--- src/sv/bls_pkg.sv ---
// ----------------------------------------------------------------------------
// bls_pkg
// Shared constants, codes and controller/datapath interface types for the
// bounded LIFO stack.
// ----------------------------------------------------------------------------
package bls_pkg;

  localparam int DEPTH   = 64;
  localparam int AW      = (DEPTH > 1) ? $clog2(DEPTH) : 1;
  localparam int CW      = $clog2(DEPTH + 1);
  localparam int WORD_W  = 32;
  localparam int CAP_W   = 7;
  localparam int LVL_W   = 7;
  localparam int CMP_W   = (CW > CAP_W) ? CW : CAP_W;

  localparam logic [CAP_W-1:0] CAP_RESET = CAP_W'(64);

  typedef enum logic [1:0] {
    FN_PUSH      = 2'd0,
    FN_POP       = 2'd1,
    FN_DUMP_DOWN = 2'd2,
    FN_DUMP_UP   = 2'd3
  } func_e;

  typedef enum logic [1:0] {
    ST_OK    = 2'd0,
    ST_FULL  = 2'd1,
    ST_EMPTY = 2'd2
  } status_e;

  typedef enum logic {
    S_IDLE,
    S_SEND
  } state_e;

  // controller to datapath
  typedef struct packed {
    logic start;  // input transaction taken this cycle
    logic step;   // dump result taken, fetch the next word
  } cmd_t;

  // datapath to controller
  typedef struct packed {
    logic last;   // current result is the final one of this item
  } sts_t;

endpackage

--- src/sv/bls_ram.sv ---
// ----------------------------------------------------------------------------
// bls_ram
// Generic single-write, single-read RAM with registered read data.
// ----------------------------------------------------------------------------
module bls_ram #(
  parameter int WIDTH = 32,
  parameter int DEPTH = 64,
  parameter int AW    = (DEPTH > 1) ? $clog2(DEPTH) : 1
) (
  input  logic             clk_i,
  input  logic             we_i,
  input  logic [AW-1:0]    waddr_i,
  input  logic [WIDTH-1:0] wdata_i,
  input  logic             re_i,
  input  logic [AW-1:0]    raddr_i,
  output logic [WIDTH-1:0] rdata_o
);

  logic [WIDTH-1:0] mem_q [DEPTH];
  logic [WIDTH-1:0] rdata_q;

  always_ff @(posedge clk_i) begin
    if (we_i) begin
      mem_q[waddr_i] <= wdata_i;
    end
    if (re_i) begin
      rdata_q <= mem_q[raddr_i];
    end
  end

  assign rdata_o = rdata_q;

endmodule

--- src/sv/bls_ctrl.sv ---
// ----------------------------------------------------------------------------
// bls_ctrl
// Handshake controller: takes one item, then holds the result channel until
// the final result of that item has been taken.
// ----------------------------------------------------------------------------
module bls_ctrl (
  input  logic          clk_i,
  input  logic          rst_ni,
  input  logic          in_valid_i,
  output logic          in_ready_o,
  output logic          out_valid_o,
  input  logic          out_ready_i,
  output bls_pkg::cmd_t cmd_o,
  input  bls_pkg::sts_t sts_i
);
  import bls_pkg::*;

  state_e state_q, state_d;

  always_ff @(posedge clk_i or negedge rst_ni) begin
    if (!rst_ni) begin
      state_q <= S_IDLE;
    end else begin
      state_q <= state_d;
    end
  end

  always_comb begin
    state_d = state_q;
    case (state_q)
      S_IDLE: begin
        if (in_valid_i) state_d = S_SEND;
      end
      S_SEND: begin
        if (out_ready_i && sts_i.last) state_d = S_IDLE;
      end
      default: state_d = S_IDLE;
    endcase
  end

  always_comb begin
    in_ready_o  = 1'b0;
    out_valid_o = 1'b0;
    cmd_o       = '0;
    case (state_q)
      S_IDLE: begin
        in_ready_o  = 1'b1;
        cmd_o.start = in_valid_i;
      end
      S_SEND: begin
        out_valid_o = 1'b1;
        cmd_o.step  = out_ready_i && !sts_i.last;
      end
      default: ;
    endcase
  end

endmodule

--- src/sv/bls_dp.sv ---
// ----------------------------------------------------------------------------
// bls_dp
// Stack datapath: fill count, capacity register, dump pointer and counter,
// result registers and the entry RAM.
// ----------------------------------------------------------------------------
module bls_dp (
  input  logic                         clk_i,
  input  logic                         rst_ni,
  input  bls_pkg::cmd_t                cmd_i,
  output bls_pkg::sts_t                sts_o,
  input  logic                         cfg_we_i,
  input  logic [bls_pkg::CAP_W-1:0]    cfg_capacity_i,
  input  logic [1:0]                   func_i,
  input  logic signed [bls_pkg::WORD_W-1:0] push_value_i,
  output logic signed [bls_pkg::WORD_W-1:0] word_out_o,
  output logic [1:0]                   status_o,
  output logic [bls_pkg::LVL_W-1:0]    fill_level_o,
  output logic                         last_o
);
  import bls_pkg::*;

  logic [CW-1:0]     held_q, held_d;
  logic [CAP_W-1:0]  cap_q;
  logic [CW-1:0]     rem_q, rem_d;
  logic [AW-1:0]     ptr_q, ptr_d;
  logic              up_q, up_d;
  logic              dump_q, dump_d;
  logic              src_ram_q, src_ram_d;
  status_e           status_q, status_d;
  logic [WORD_W-1:0] word_q, word_d;

  logic              is_empty, is_full;
  logic              ram_we, ram_re;
  logic [AW-1:0]     ram_raddr;
  logic [WORD_W-1:0] ram_rdata;

  assign is_empty = (held_q == '0);
  // limit in force is min(capacity, DEPTH); held never exceeds DEPTH
  assign is_full  = (CMP_W'(held_q) >= CMP_W'(cap_q)) || (held_q == CW'(DEPTH));

  always_comb begin
    held_d    = held_q;
    rem_d     = rem_q;
    ptr_d     = ptr_q;
    up_d      = up_q;
    dump_d    = dump_q;
    src_ram_d = src_ram_q;
    status_d  = status_q;
    word_d    = word_q;
    ram_we    = 1'b0;
    ram_re    = 1'b0;
    ram_raddr = ptr_q;

    if (cmd_i.start) begin
      dump_d    = 1'b0;
      src_ram_d = 1'b0;
      status_d  = ST_OK;
      word_d    = '0;
      case (func_e'(func_i))
        FN_PUSH: begin
          if (is_full) begin
            status_d = ST_FULL;
          end else begin
            ram_we = 1'b1;
            held_d = held_q + 1'b1;
          end
        end
        FN_POP: begin
          if (is_empty) begin
            status_d = ST_EMPTY;
            word_d   = '1;
          end else begin
            held_d    = held_q - 1'b1;
            ram_re    = 1'b1;
            ram_raddr = AW'(held_q - 1'b1);
            src_ram_d = 1'b1;
          end
        end
        FN_DUMP_DOWN, FN_DUMP_UP: begin
          if (is_empty) begin
            status_d = ST_EMPTY;
            word_d   = '1;
          end else begin
            dump_d    = 1'b1;
            rem_d     = held_q;
            up_d      = (func_e'(func_i) == FN_DUMP_UP);
            ptr_d     = up_d ? '0 : AW'(held_q - 1'b1);
            ram_re    = 1'b1;
            ram_raddr = ptr_d;
            src_ram_d = 1'b1;
          end
        end
        default: ;
      endcase
    end else if (cmd_i.step) begin
      rem_d     = rem_q - 1'b1;
      ptr_d     = up_q ? ptr_q + 1'b1 : ptr_q - 1'b1;
      ram_re    = 1'b1;
      ram_raddr = ptr_d;
    end
  end

  always_ff @(posedge clk_i or negedge rst_ni) begin
    if (!rst_ni) begin
      held_q <= '0;
      cap_q  <= CAP_RESET;
      rem_q  <= '0;
      dump_q <= 1'b0;
    end else begin
      held_q <= held_d;
      rem_q  <= rem_d;
      dump_q <= dump_d;
      if (cfg_we_i) cap_q <= cfg_capacity_i;
    end
  end

  always_ff @(posedge clk_i) begin
    ptr_q     <= ptr_d;
    up_q      <= up_d;
    src_ram_q <= src_ram_d;
    status_q  <= status_d;
    word_q    <= word_d;
  end

  bls_ram #(
    .WIDTH (WORD_W),
    .DEPTH (DEPTH),
    .AW    (AW)
  ) u_ram (
    .clk_i   (clk_i),
    .we_i    (ram_we),
    .waddr_i (AW'(held_q)),
    .wdata_i (push_value_i),
    .re_i    (ram_re),
    .raddr_i (ram_raddr),
    .rdata_o (ram_rdata)
  );

  assign sts_o.last   = !dump_q || (rem_q == CW'(1));
  assign word_out_o   = src_ram_q ? ram_rdata : word_q;
  assign status_o     = status_q;
  assign fill_level_o = LVL_W'(held_q);
  assign last_o       = sts_o.last;

endmodule

--- src/sv/bounded_lifo_stack.sv ---
// ----------------------------------------------------------------------------
// bounded_lifo_stack
// Bounded LIFO stack of signed 32-bit words with a programmable capacity.
// ----------------------------------------------------------------------------
// Channels: an input channel (func_i, push_value_i) and a result channel
// (word_out_o, status_o, fill_level_o, last_o), both valid/ready; a
// transaction completes when valid and ready are high at a clock edge.
// The capacity register is written over its own valid/ready channel
// (cfg_capacity_i), which is always ready; write it only while idle.
// One item is in flight at a time. A push, pop or empty-stack operation
// gives its single result in the cycle after acceptance and the next item is
// taken in the cycle after that result is taken.
// A dump gives one result per held word, one per cycle while the receiver
// is ready, the first in the cycle after acceptance; each result read is one
// access of the single-read-port entry RAM. last_o marks the final result.
// If the receiver stalls, the current result is held unchanged and no new
// item is taken. Reset empties the stack and sets the capacity to 64; the
// entry RAM is not cleared, as no word is read before it is pushed.
// ----------------------------------------------------------------------------
module bounded_lifo_stack (
  input  logic                              clk_i,
  input  logic                              rst_ni,
  input  logic                              cfg_valid_i,
  output logic                              cfg_ready_o,
  input  logic [bls_pkg::CAP_W-1:0]         cfg_capacity_i,
  input  logic                              in_valid_i,
  output logic                              in_ready_o,
  input  logic [1:0]                        func_i,
  input  logic signed [bls_pkg::WORD_W-1:0] push_value_i,
  output logic                              out_valid_o,
  input  logic                              out_ready_i,
  output logic signed [bls_pkg::WORD_W-1:0] word_out_o,
  output logic [1:0]                        status_o,
  output logic [bls_pkg::LVL_W-1:0]         fill_level_o,
  output logic                              last_o
);
  import bls_pkg::*;

  cmd_t cmd;
  sts_t sts;

  assign cfg_ready_o = 1'b1;

  bls_ctrl u_ctrl (
    .clk_i       (clk_i),
    .rst_ni      (rst_ni),
    .in_valid_i  (in_valid_i),
    .in_ready_o  (in_ready_o),
    .out_valid_o (out_valid_o),
    .out_ready_i (out_ready_i),
    .cmd_o       (cmd),
    .sts_i       (sts)
  );

  bls_dp u_dp (
    .clk_i          (clk_i),
    .rst_ni         (rst_ni),
    .cmd_i          (cmd),
    .sts_o          (sts),
    .cfg_we_i       (cfg_valid_i && cfg_ready_o),
    .cfg_capacity_i (cfg_capacity_i),
    .func_i         (func_i),
    .push_value_i   (push_value_i),
    .word_out_o     (word_out_o),
    .status_o       (status_o),
    .fill_level_o   (fill_level_o),
    .last_o         (last_o)
  );

  a_one_side: assert property (@(posedge clk_i) disable iff (!rst_ni)
    !(in_ready_o && out_valid_o))
    else $error("input ready while a result is pending");

  a_result_follows: assert property (@(posedge clk_i) disable iff (!rst_ni)
    (in_valid_i && in_ready_o) |=> out_valid_o)
    else $error("no result after an accepted item");

  a_empty_result: assert property (@(posedge clk_i) disable iff (!rst_ni)
    (out_valid_o && status_o == ST_EMPTY) |->
      (fill_level_o == '0 && word_out_o == -32'sd1 && last_o))
    else $error("malformed empty-stack result");

  a_level_bound: assert property (@(posedge clk_i) disable iff (!rst_ni)
    fill_level_o <= LVL_W'(DEPTH))
    else $error("fill level beyond depth");

endmodule

--- config.mk ---
export PLATFORM = sky130hd
export DESIGN_NAME = bounded_lifo_stack
export DESIGN_NICKNAME = d
export VERILOG_FILES = /design/src/sv/bls_pkg.sv /design/src/sv/bls_ram.sv /design/src/sv/bls_ctrl.sv /design/src/sv/bls_dp.sv /design/src/sv/bounded_lifo_stack.sv
export SDC_FILE = /design/constraint.sdc
export NUM_CORES = 2
export LEC_CHECK = 0
export BUFFER_PORTS_ARGS = -buffer_cell sky130_fd_sc_hd__buf_2
export CELL_PAD_IN_SITES_DETAIL_PLACEMENT = 0
export CELL_PAD_IN_SITES_GLOBAL_PLACEMENT = 1
export CORE_ASPECT_RATIO = 1.75
export CORE_MARGIN = 2
export CORE_UTILIZATION = 47
export CTS_CLUSTER_SIZE = 10
export DETAILED_ROUTE_END_ITERATION = 10
export MAX_ROUTING_LAYER = met4
export PLACE_DENSITY_LB_ADDON = 0.1
export SLEW_MARGIN = 5
export SYNTH_ARGS = -nofsm -noshare
export SYNTH_HDL_FRONTEND = slang
export SYNTH_SLANG_ARGS = --single-unit
export TNS_END_PERCENT = 1
--- constraint.sdc ---
create_clock -name clk_i -period 5.3 [get_ports clk_i]
set_clock_uncertainty 0.2 [all_clocks]
set_input_delay 0.53 -clock clk_i [delete_from_list [all_inputs] [get_ports clk_i]]
set_output_delay 0.53 -clock clk_i [all_outputs]
set_load 0.01 [all_outputs]
---- After elaboration in Yosys (flattened, before gate mapping) ----
Memories as Yosys holds them, arrays and structs flattened. A register that Yosys moved wholly into a read port is not among the register bits.
Index checks and enable logic that the tools add are counted.
word-level totals
  input port bits ......................... 46
  latch bits .............................. 0
  memories kept ........................... 1
  bits in read-only memories .............. 0
  RAM bits ................................ 2048
  output and inout port bits .............. 45
  logic and storage cells ................. 81
  register bits ........................... 65
memory list
  memory            words  bits a word  rd ports  clocked after Yosys merged registers in  wr ports  line           source
  u_dp.u_ram.mem_q  64     32           1         1                                        1         bls_ram.sv:19  logic [WIDTH-1:0] mem_q [DEPTH];
cells by class
  reduce and logical (&&, ||, !) cells .... 15
  divide/modulo/power cells ............... 0
  equal/unequal tests ..................... 9
  multiply operators ...................... 0
  muxes and demuxes ....................... 38
  shift-type cells ........................ 0
  bitwise logic cells ..................... 2
  $lt $le $gt $ge ......................... 1
  add/subtract/negate cells ............... 5
operator list
  cell                   count
  $mux W32               2
  $mux W6                8
  $mux W7                6
  $mux W1                17
  $pmux W7 S2            1
  $sub A7 B1 Y7 const B  2
  $pmux W6 S2            1
  $add A7 B1 Y7 const B  1
  $eq A7 B1 Y1 const B   1
  $eq A7 B7 Y1 const B   1
  $ge A7 B7 Y1           1
  $logic_not A7 Y1       1
  $add A6 B1 Y6 const B  1
  $ne A2 B2 Y1 const B   3
  $reduce_and A3 Y1      2
  $sub A6 B1 Y6 const B  1
  $eq A2 B2 Y1 const B   2
  $pmux W2 S2            1
  $reduce_and A4 Y1      1
  $reduce_bool A2 Y1     2
  $reduce_or A3 Y1       1
  $eq A2 B1 Y1 const B   1
  $logic_and A1 B1 Y1    2
  $logic_not A1 Y1       2
  other kinds (7)        9

---- Depth between registers and ports, before layout ----
  depth in word-level cells ............... 7
  depth in mapped cells ................... 16
  gate-level depth less buffers ........... 11

---- Hierarchy ----
A second synthesis with hierarchy kept.
unflattened totals
  cell total of the unflattened synthesis .. 3685
  area, all modules ....................... 81575.7 um2
modules (own cells, without submodules)
  module              cells an instance  sequential area each (um2)  times used  area each (um2)
  bls_ram             3324               62459.9                     1           78835.6
  bls_dp              353                852.1                       1           2668.8
  bls_ctrl            6                  25.0                        1           60.1
  bounded_lifo_stack  2                  0.0                         1           11.3

---- Worst setup path before layout ----
Ideal clock, no wire load.
  path type ............................... register to register
  start point ............................. register u_dp.held_q[0] (netlist: u_dp.fill_level_o[0])
  end point ............................... memory u_dp.u_ram.mem_q[61][0], enable pin
  data arrival time ....................... 4.295 ns
  setup time .............................. 0.421 ns
  path buffers ............................ 2
  period minus slack after synthesis ...... 4.916 ns
  cell stages (with the launch flop) ...... 14
  required time ........................... 4.679 ns
  path slack .............................. 0.384 ns
  path through ............................ dfrtp_1 -> clkbuf_1 -> inv_1 -> ha_1 -> nand2b_1 -> a21o_1 -> a21o_1 -> a21o_1 -> a21o_1 -> a21oi_1 -> o21ai_1 -> or4_1 -> clkbuf_1 -> nor2_1
between the ends
  longest elaborated chain between the ends .. 7
  elaborated cells between the ends (all ways) .. 8
  those cells by class .................... order compare (1); eq/ne (1); mux (5); reduce/logical (1)
RTL lines
  element                                              line           source
  from (decl)                                          bls_dp.sv:22   logic [CW-1:0] held_q, held_d;
  from (signal assigned)                               bls_dp.sv:110  held_q <= held_d;
  $ge A7 B7 Y1 / $eq A7 B7 Y1 (equally long branches)  bls_dp.sv:39   assign is_full = (CMP_W'(held_q) >= CMP_W'(cap_q)) || (held_q == CW'(DEPTH));
  $logic_or A1 B1 Y1                                   bls_dp.sv:39
  $mux W1                                              bls_dp.sv:61   if (is_full) begin
  $mux W1                                              bls_dp.sv:59   case (func_e'(func_i))
  $mux W1                                              bls_dp.sv:54   if (cmd_i.start) begin
  $mux W1                                              bls_ram.sv:23  if (we_i) begin
  $mux W1 (implied by the code)                        bls_ram.sv:24  mem_q[waddr_i] <= wdata_i;
  to (decl)                                            bls_ram.sv:19
Parallel ways exist; a longest one is shown, timed or not.

---- Final worst setup path ----
  start point ............................. register u_dp.rem_q[0]
  end point ............................... register u_dp.u_ram.rdata_q[14] (netlist: u_dp.u_ram.rdata_o[14]), read port of u_dp.u_ram.mem_q, data pin
between the ends
  longest elaborated chain between the ends .. 7
  elaborated cells between the ends (all ways) .. 9
  those cells by class .................... eq/ne (1); mux (5); reduce/logical (3)
RTL lines
  element                                    line            source
  from (decl)                                bls_dp.sv:24    logic [CW-1:0] rem_q, rem_d;
  from (signal assigned)                     bls_dp.sv:111   rem_q <= rem_d;
  $eq A7 B1 Y1 *                             bls_dp.sv:139   assign sts_o.last = !dump_q || (rem_q == CW'(1));
  $logic_or A1 B1 Y1 *                       bls_dp.sv:139
  $logic_not A1 Y1 *                         bls_ctrl.sv:52  cmd_o.step = out_ready_i && !sts_i.last;
  $logic_and A1 B1 Y1 *                      bls_ctrl.sv:52
  $mux W1 *                                  bls_ctrl.sv:45  case (state_q)
  $mux W6 / $mux W1 (equally long branches)  bls_dp.sv:95    end else if (cmd_i.step) begin
  $mux W6 / $mux W1 (equally long branches)  bls_dp.sv:54
  to (decl)                                  bls_ram.sv:20   logic [WIDTH-1:0] rdata_q;
Every way passes the cells marked *; elsewhere a longest branch is shown, timed or not.
A chain may end at the register's enable or synchronous reset.

==> impl_metrics.csv <==
group,metric,value,unit
status,outcome,"completed",
setup_path,ff2ff_setup_slack,0.41,ns
pwr,p_leak,31.67,nW
routing,drc_errors,0,
setup_path,crit_path_top_delay_cell,"or3_4",
placement,portBuffers,89,
timing,max_freq,0.2044,GHz
placement,hpwl,142.4,mm
logic_synthesis,ys_ff_latch,2113,
logic_synthesis,synth_top_area_share,0.7605,
layout,seq_area,0.06334,sq mm
hold_path,holdCritPathClass,"primary input to asynchronous set/reset pin",
setup_path,worst-path-max-fanout,59,
clocking,clock_latency,0.86,ns
pwr,peakVddDrop,0.0004577,V
setup_path,timing.rr.end,"u_dp.u_ram.rdata_o[14]",
timing,worst_pin_slew,1.270,ns
setup_path,reg2reg_from,"u_dp.rem_q[0]",
floorplanning,die_area,0.1791,sq mm
logic_synthesis,synth_nets,5982,
floorplanning,fp.dieW,320.8,um
clocking,cts_max_level,4,
clocking,clk_pin_slew,0.06,ns
timing,fin_tns_setup,0,ns
layout,fin_nets,6234,
timing,relSlewSlack,0.1534,
timing,drv_slew,0,
layout,drive_gt1_frac,0.1130,
setup_path,cp_common_cell,"buf_12",
global_routing,grt_pass1_wl,347.5,mm
layout,multi_input_area,0.01817,sq mm
pwr,power_density,559.8,mW/mm^2
routing,totalWireLength,240.9,mm
global_routing,grt_max_degree,105,
setup_path,crit_path_end_kind,"flop",
clocking,cts_resized,0,
global_routing,grt_overflow,0,
logic_synthesis,synthArstFlopShare,0.01088,
setup_path,path_cells,"ha_1, nor3b_1, a21oi_2, mux2i_1, or3_4, buf_12, buf_12, buf_12, mux2i_1, a32oi_1, nand4_1, nand4_1, or3_1",
timing,setup_viol,0,
logic_synthesis,ys_warn_count,0,
timing,post-route-period-util,0.9231,
clocking,root_buffer,"clkbuf_16",
logic_synthesis,synth_top_cell_by_area,"edfxtp_1",
timing,min_period,4.892,ns
routing,initialDrtViolationCount,4539,
pwr,power,52.75,mW
setup_path,cp_data_required_time,5.69,ns
routing,wire_per_inst,28.49,um
logic_synthesis,ys_dominant_reg_cell,"edfxtp_1",
layout,fin_area,0.09422,sq mm
flow_run,maxCapViolCount,0,
clocking,clock_sinks,2113,
floorplanning,io_pins,91,
placement,dpl_cell_area,0.08783,sq mm
setup_path,path_class,"flop to flop",
logic_synthesis,syn_inst,5919,
global_routing,grt_pass1_vias,50290,
setup_path,endpoint,"u_dp.u_ram.rdata_o[14]",
setup_path,r2r_cells,13,
logic_synthesis,synth.area.top_cells,"edfxtp_1, nand2_1, mux2i_1",
routing,via_count,50430,
floorplanning,start_util,0.4729,
logic_synthesis,synth_area_per_cell,13.94,sq um
routing,drtAntennaViolNets,0,
global_routing,grt_use_total,0.2754,
logic_synthesis,synth_edf_count,2090,
layout,n_fill_cell,14200,
logic_synthesis,syn_area,0.08252,sq mm
placement,gp_congestion,0.8133,
timing,hold_viol_final,0,
routing,via_per_inst,5.965,
floorplanning,fp.dieH,558.3,um
global_routing,grt_antenna_before_repair,13,
logic_synthesis,ys_seq_area_frac,0.7675,
clocking,cts_tree,"done",
layout,area_growth,14.18,%
floorplanning,fp-row-count,203,
setup_path,startpoint,"u_dp.rem_q[0]",
logic_synthesis,synth_cell_type_count,63,
timing,rsz0062_at_grt,"false",
routing,drt_first_pass_iters,6,
clocking,numCtsBuffers,237,
floorplanning,core_area,0.1745,sq mm
setup_path,crit_path_start_kind,"flop",
setup_path,slowest_delay,0.62,ns
clocking,cts_buffer_depth,4,
setup_path,arrival,5.28,ns
[power by group]
part / switching [mW] / internal [mW] / total [mW] / leakage, nW
combinational: 13.4 / 6.08 / 19.5 / 9.57
sequential: 0.326 / 18.9 / 19.2 / 19.1
clock: 6.01 / 7.98 / 14.0 / 3.02
[Yosys cell counts, types with 4 or more instances]
| master | number |
|---|---|
| edfxtp_1 | 2090 |
| nand2_1 | 1645 |
| a21oi_1 | 403 |
| nand3_1 | 280 |
| mux2i_1 | 252 |
| clkbuf_1 | 243 |
| nand4_1 | 156 |
| a32oi_1 | 121 |
| nor2_1 | 104 |
| nor4_1 | 97 |
| o22ai_1 | 97 |
| o21ai_0 | 82 |
| buf_2 | 64 |
| buf_1 | 50 |
| or3_1 | 30 |
| dfrtp_1 | 22 |
| inv_1 | 18 |
| ha_1 | 16 |
| nand2b_1 | 14 |
| nor3_1 | 11 |
| o21ai_1 | 11 |
| a211oi_1 | 9 |
| or4_1 | 9 |
| a21o_1 | 8 |
| buf_6 | 7 |
| xnor2_1 | 6 |
| xor2_1 | 6 |
| a31oi_1 | 5 |
| and3_1 | 5 |
| nand3b_1 | 5 |
| and2_1 | 4 |
[flip-flops by register name, summed over array words and instances, names as in the netlist]
register / flops
u_dp.word_q: 1
u_dp.dump_q: 1
u_ctrl.state_q: 1
u_dp.u_ram.mem_q: 2048
u_dp.src_ram_q: 1
u_dp.rem_q: 7
u_dp.u_ram.rdata_o: 32
u_dp.fill_level_o: 7
u_dp.ptr_q: 6
u_dp.status_o: 1
u_dp.cap_q: 7
u_dp.up_q: 1
[cells by family (layout without fill, tap and decap cells)]
logic type | Yosys count | count (layout) | share of synthesized area
AOI/OAI and AO/OA | 758 | 758 | 0.05476
xor gates and xnor gates | 12 | 12 | 0.001274
adders and majority gates | 17 | 17 | 0.002668
buffers and inverters | 386 | 663 | 0.01930
DFF | 2113 | 2113 | 0.7675
muxes | 254 | 254 | 0.03084
other | 1 | 4 | 0.00004544
and+or+nand+nor | 2378 | 2378 | 0.1236
[worst min path at each step]
stage | startpoint | end | slack (ns) | cells after the start
2_1_floorplan | rst_ni | u_ctrl.state_q | 0.03 | 0
3_5_place_dp | u_dp.rem_q[5] | u_dp.rem_q[5] | 0.30 | 2
4_1_cts | rst_ni | u_dp.rem_q[3] | 0.002 | 2
3_3_place_gp | u_dp.dump_q | u_dp.dump_q | 0.29 | 1
5_1_grt | rst_ni | u_dp.rem_q[3] | 0.05 | 2
6_report | rst_ni | u_dp.rem_q[5] | 0.02 | 2
[metal layers]
layer / vias up / global-route usage / part of all wire
met3: 461 / 0.02744 / 0.048
li1: 22390 / - / -
met5: - / - / 0
met1: 25950 / 0.3339 / 0.39
met2: 1626 / 0.4852 / 0.53
met4: 0 / 0.08784 / 0.032
[per-stage QoR]
step,cells,util,hold slack [ns],setup WS [ns]
after floorplan,5919,-,0.03441,0.3842
after global placement,8164,0.5033,0.2940,0.4361
after detailed placement,8164,0.5033,0.2979,0.4629
after CTS,8451,0.5399,0.002202,0.4267
after global routing,8452,0.5400,0.05158,0.1353
final,8454,0.5400,0.02204,0.4078
[worst max-delay path, delay by kind of cell (launching register included)]
family	cells	cell delay (ns)
AO/OA/AOI/OAI	2	0.64
adder cells (fa/ha/maj)	1	0.20
buffers and inverters	3	0.84
flip-flops	1	0.41
multiplexers	2	0.53
AND/OR/NAND/NOR	5	1.71
[layout by cell type (no fill, tap or decap), drive strengths merged, types with 3 or more instances in the layout]
cell type    count
a32oi          121
dfrtp           22
diode            3
a31oi            5
a21o             8
o21ai           93
or2              3
buf            357
xnor2            6
mux2i          252
clkbuf         261
or3             30
nand3          280
xor2             6
o22ai           97
ha              16
nand3b           5
nand2         1645
nor2           105
nand4          156
edfxtp        2090
a211oi          10
inv             20
nand2b          14
nor3            12
or4             10
a221oi           4
dlygate4sd3     23
and2             4
o21a             3
nor2b            3
and3b            3
and3             5
a21oi          404
nor4            98
[cell type report]
| class | count | share of cell area |
|---|---|---|
| flip-flops and latches | 2113 | 0.6722 |
| multi-input cells | 3420 | 0.1929 |
| clock buffers | 261 | 0.06503 |
| repair buffers | 380 | 0.03875 |
| well taps | 2255 | 0.02994 |
| inverters | 19 | 0.0007569 |
| clock inverters | 3 | 0.0003585 |
| diodes | 3 | 0.00007967 |
[repair_timing]
item / CTS / global route
hold endpoints to repair: 31 / 0
hold buffers: 23 / 0
setup buffers: 0 / 0
setup endpoints to repair: 0 / 0
No activity file was read; power rests on OpenSTA's default activity.
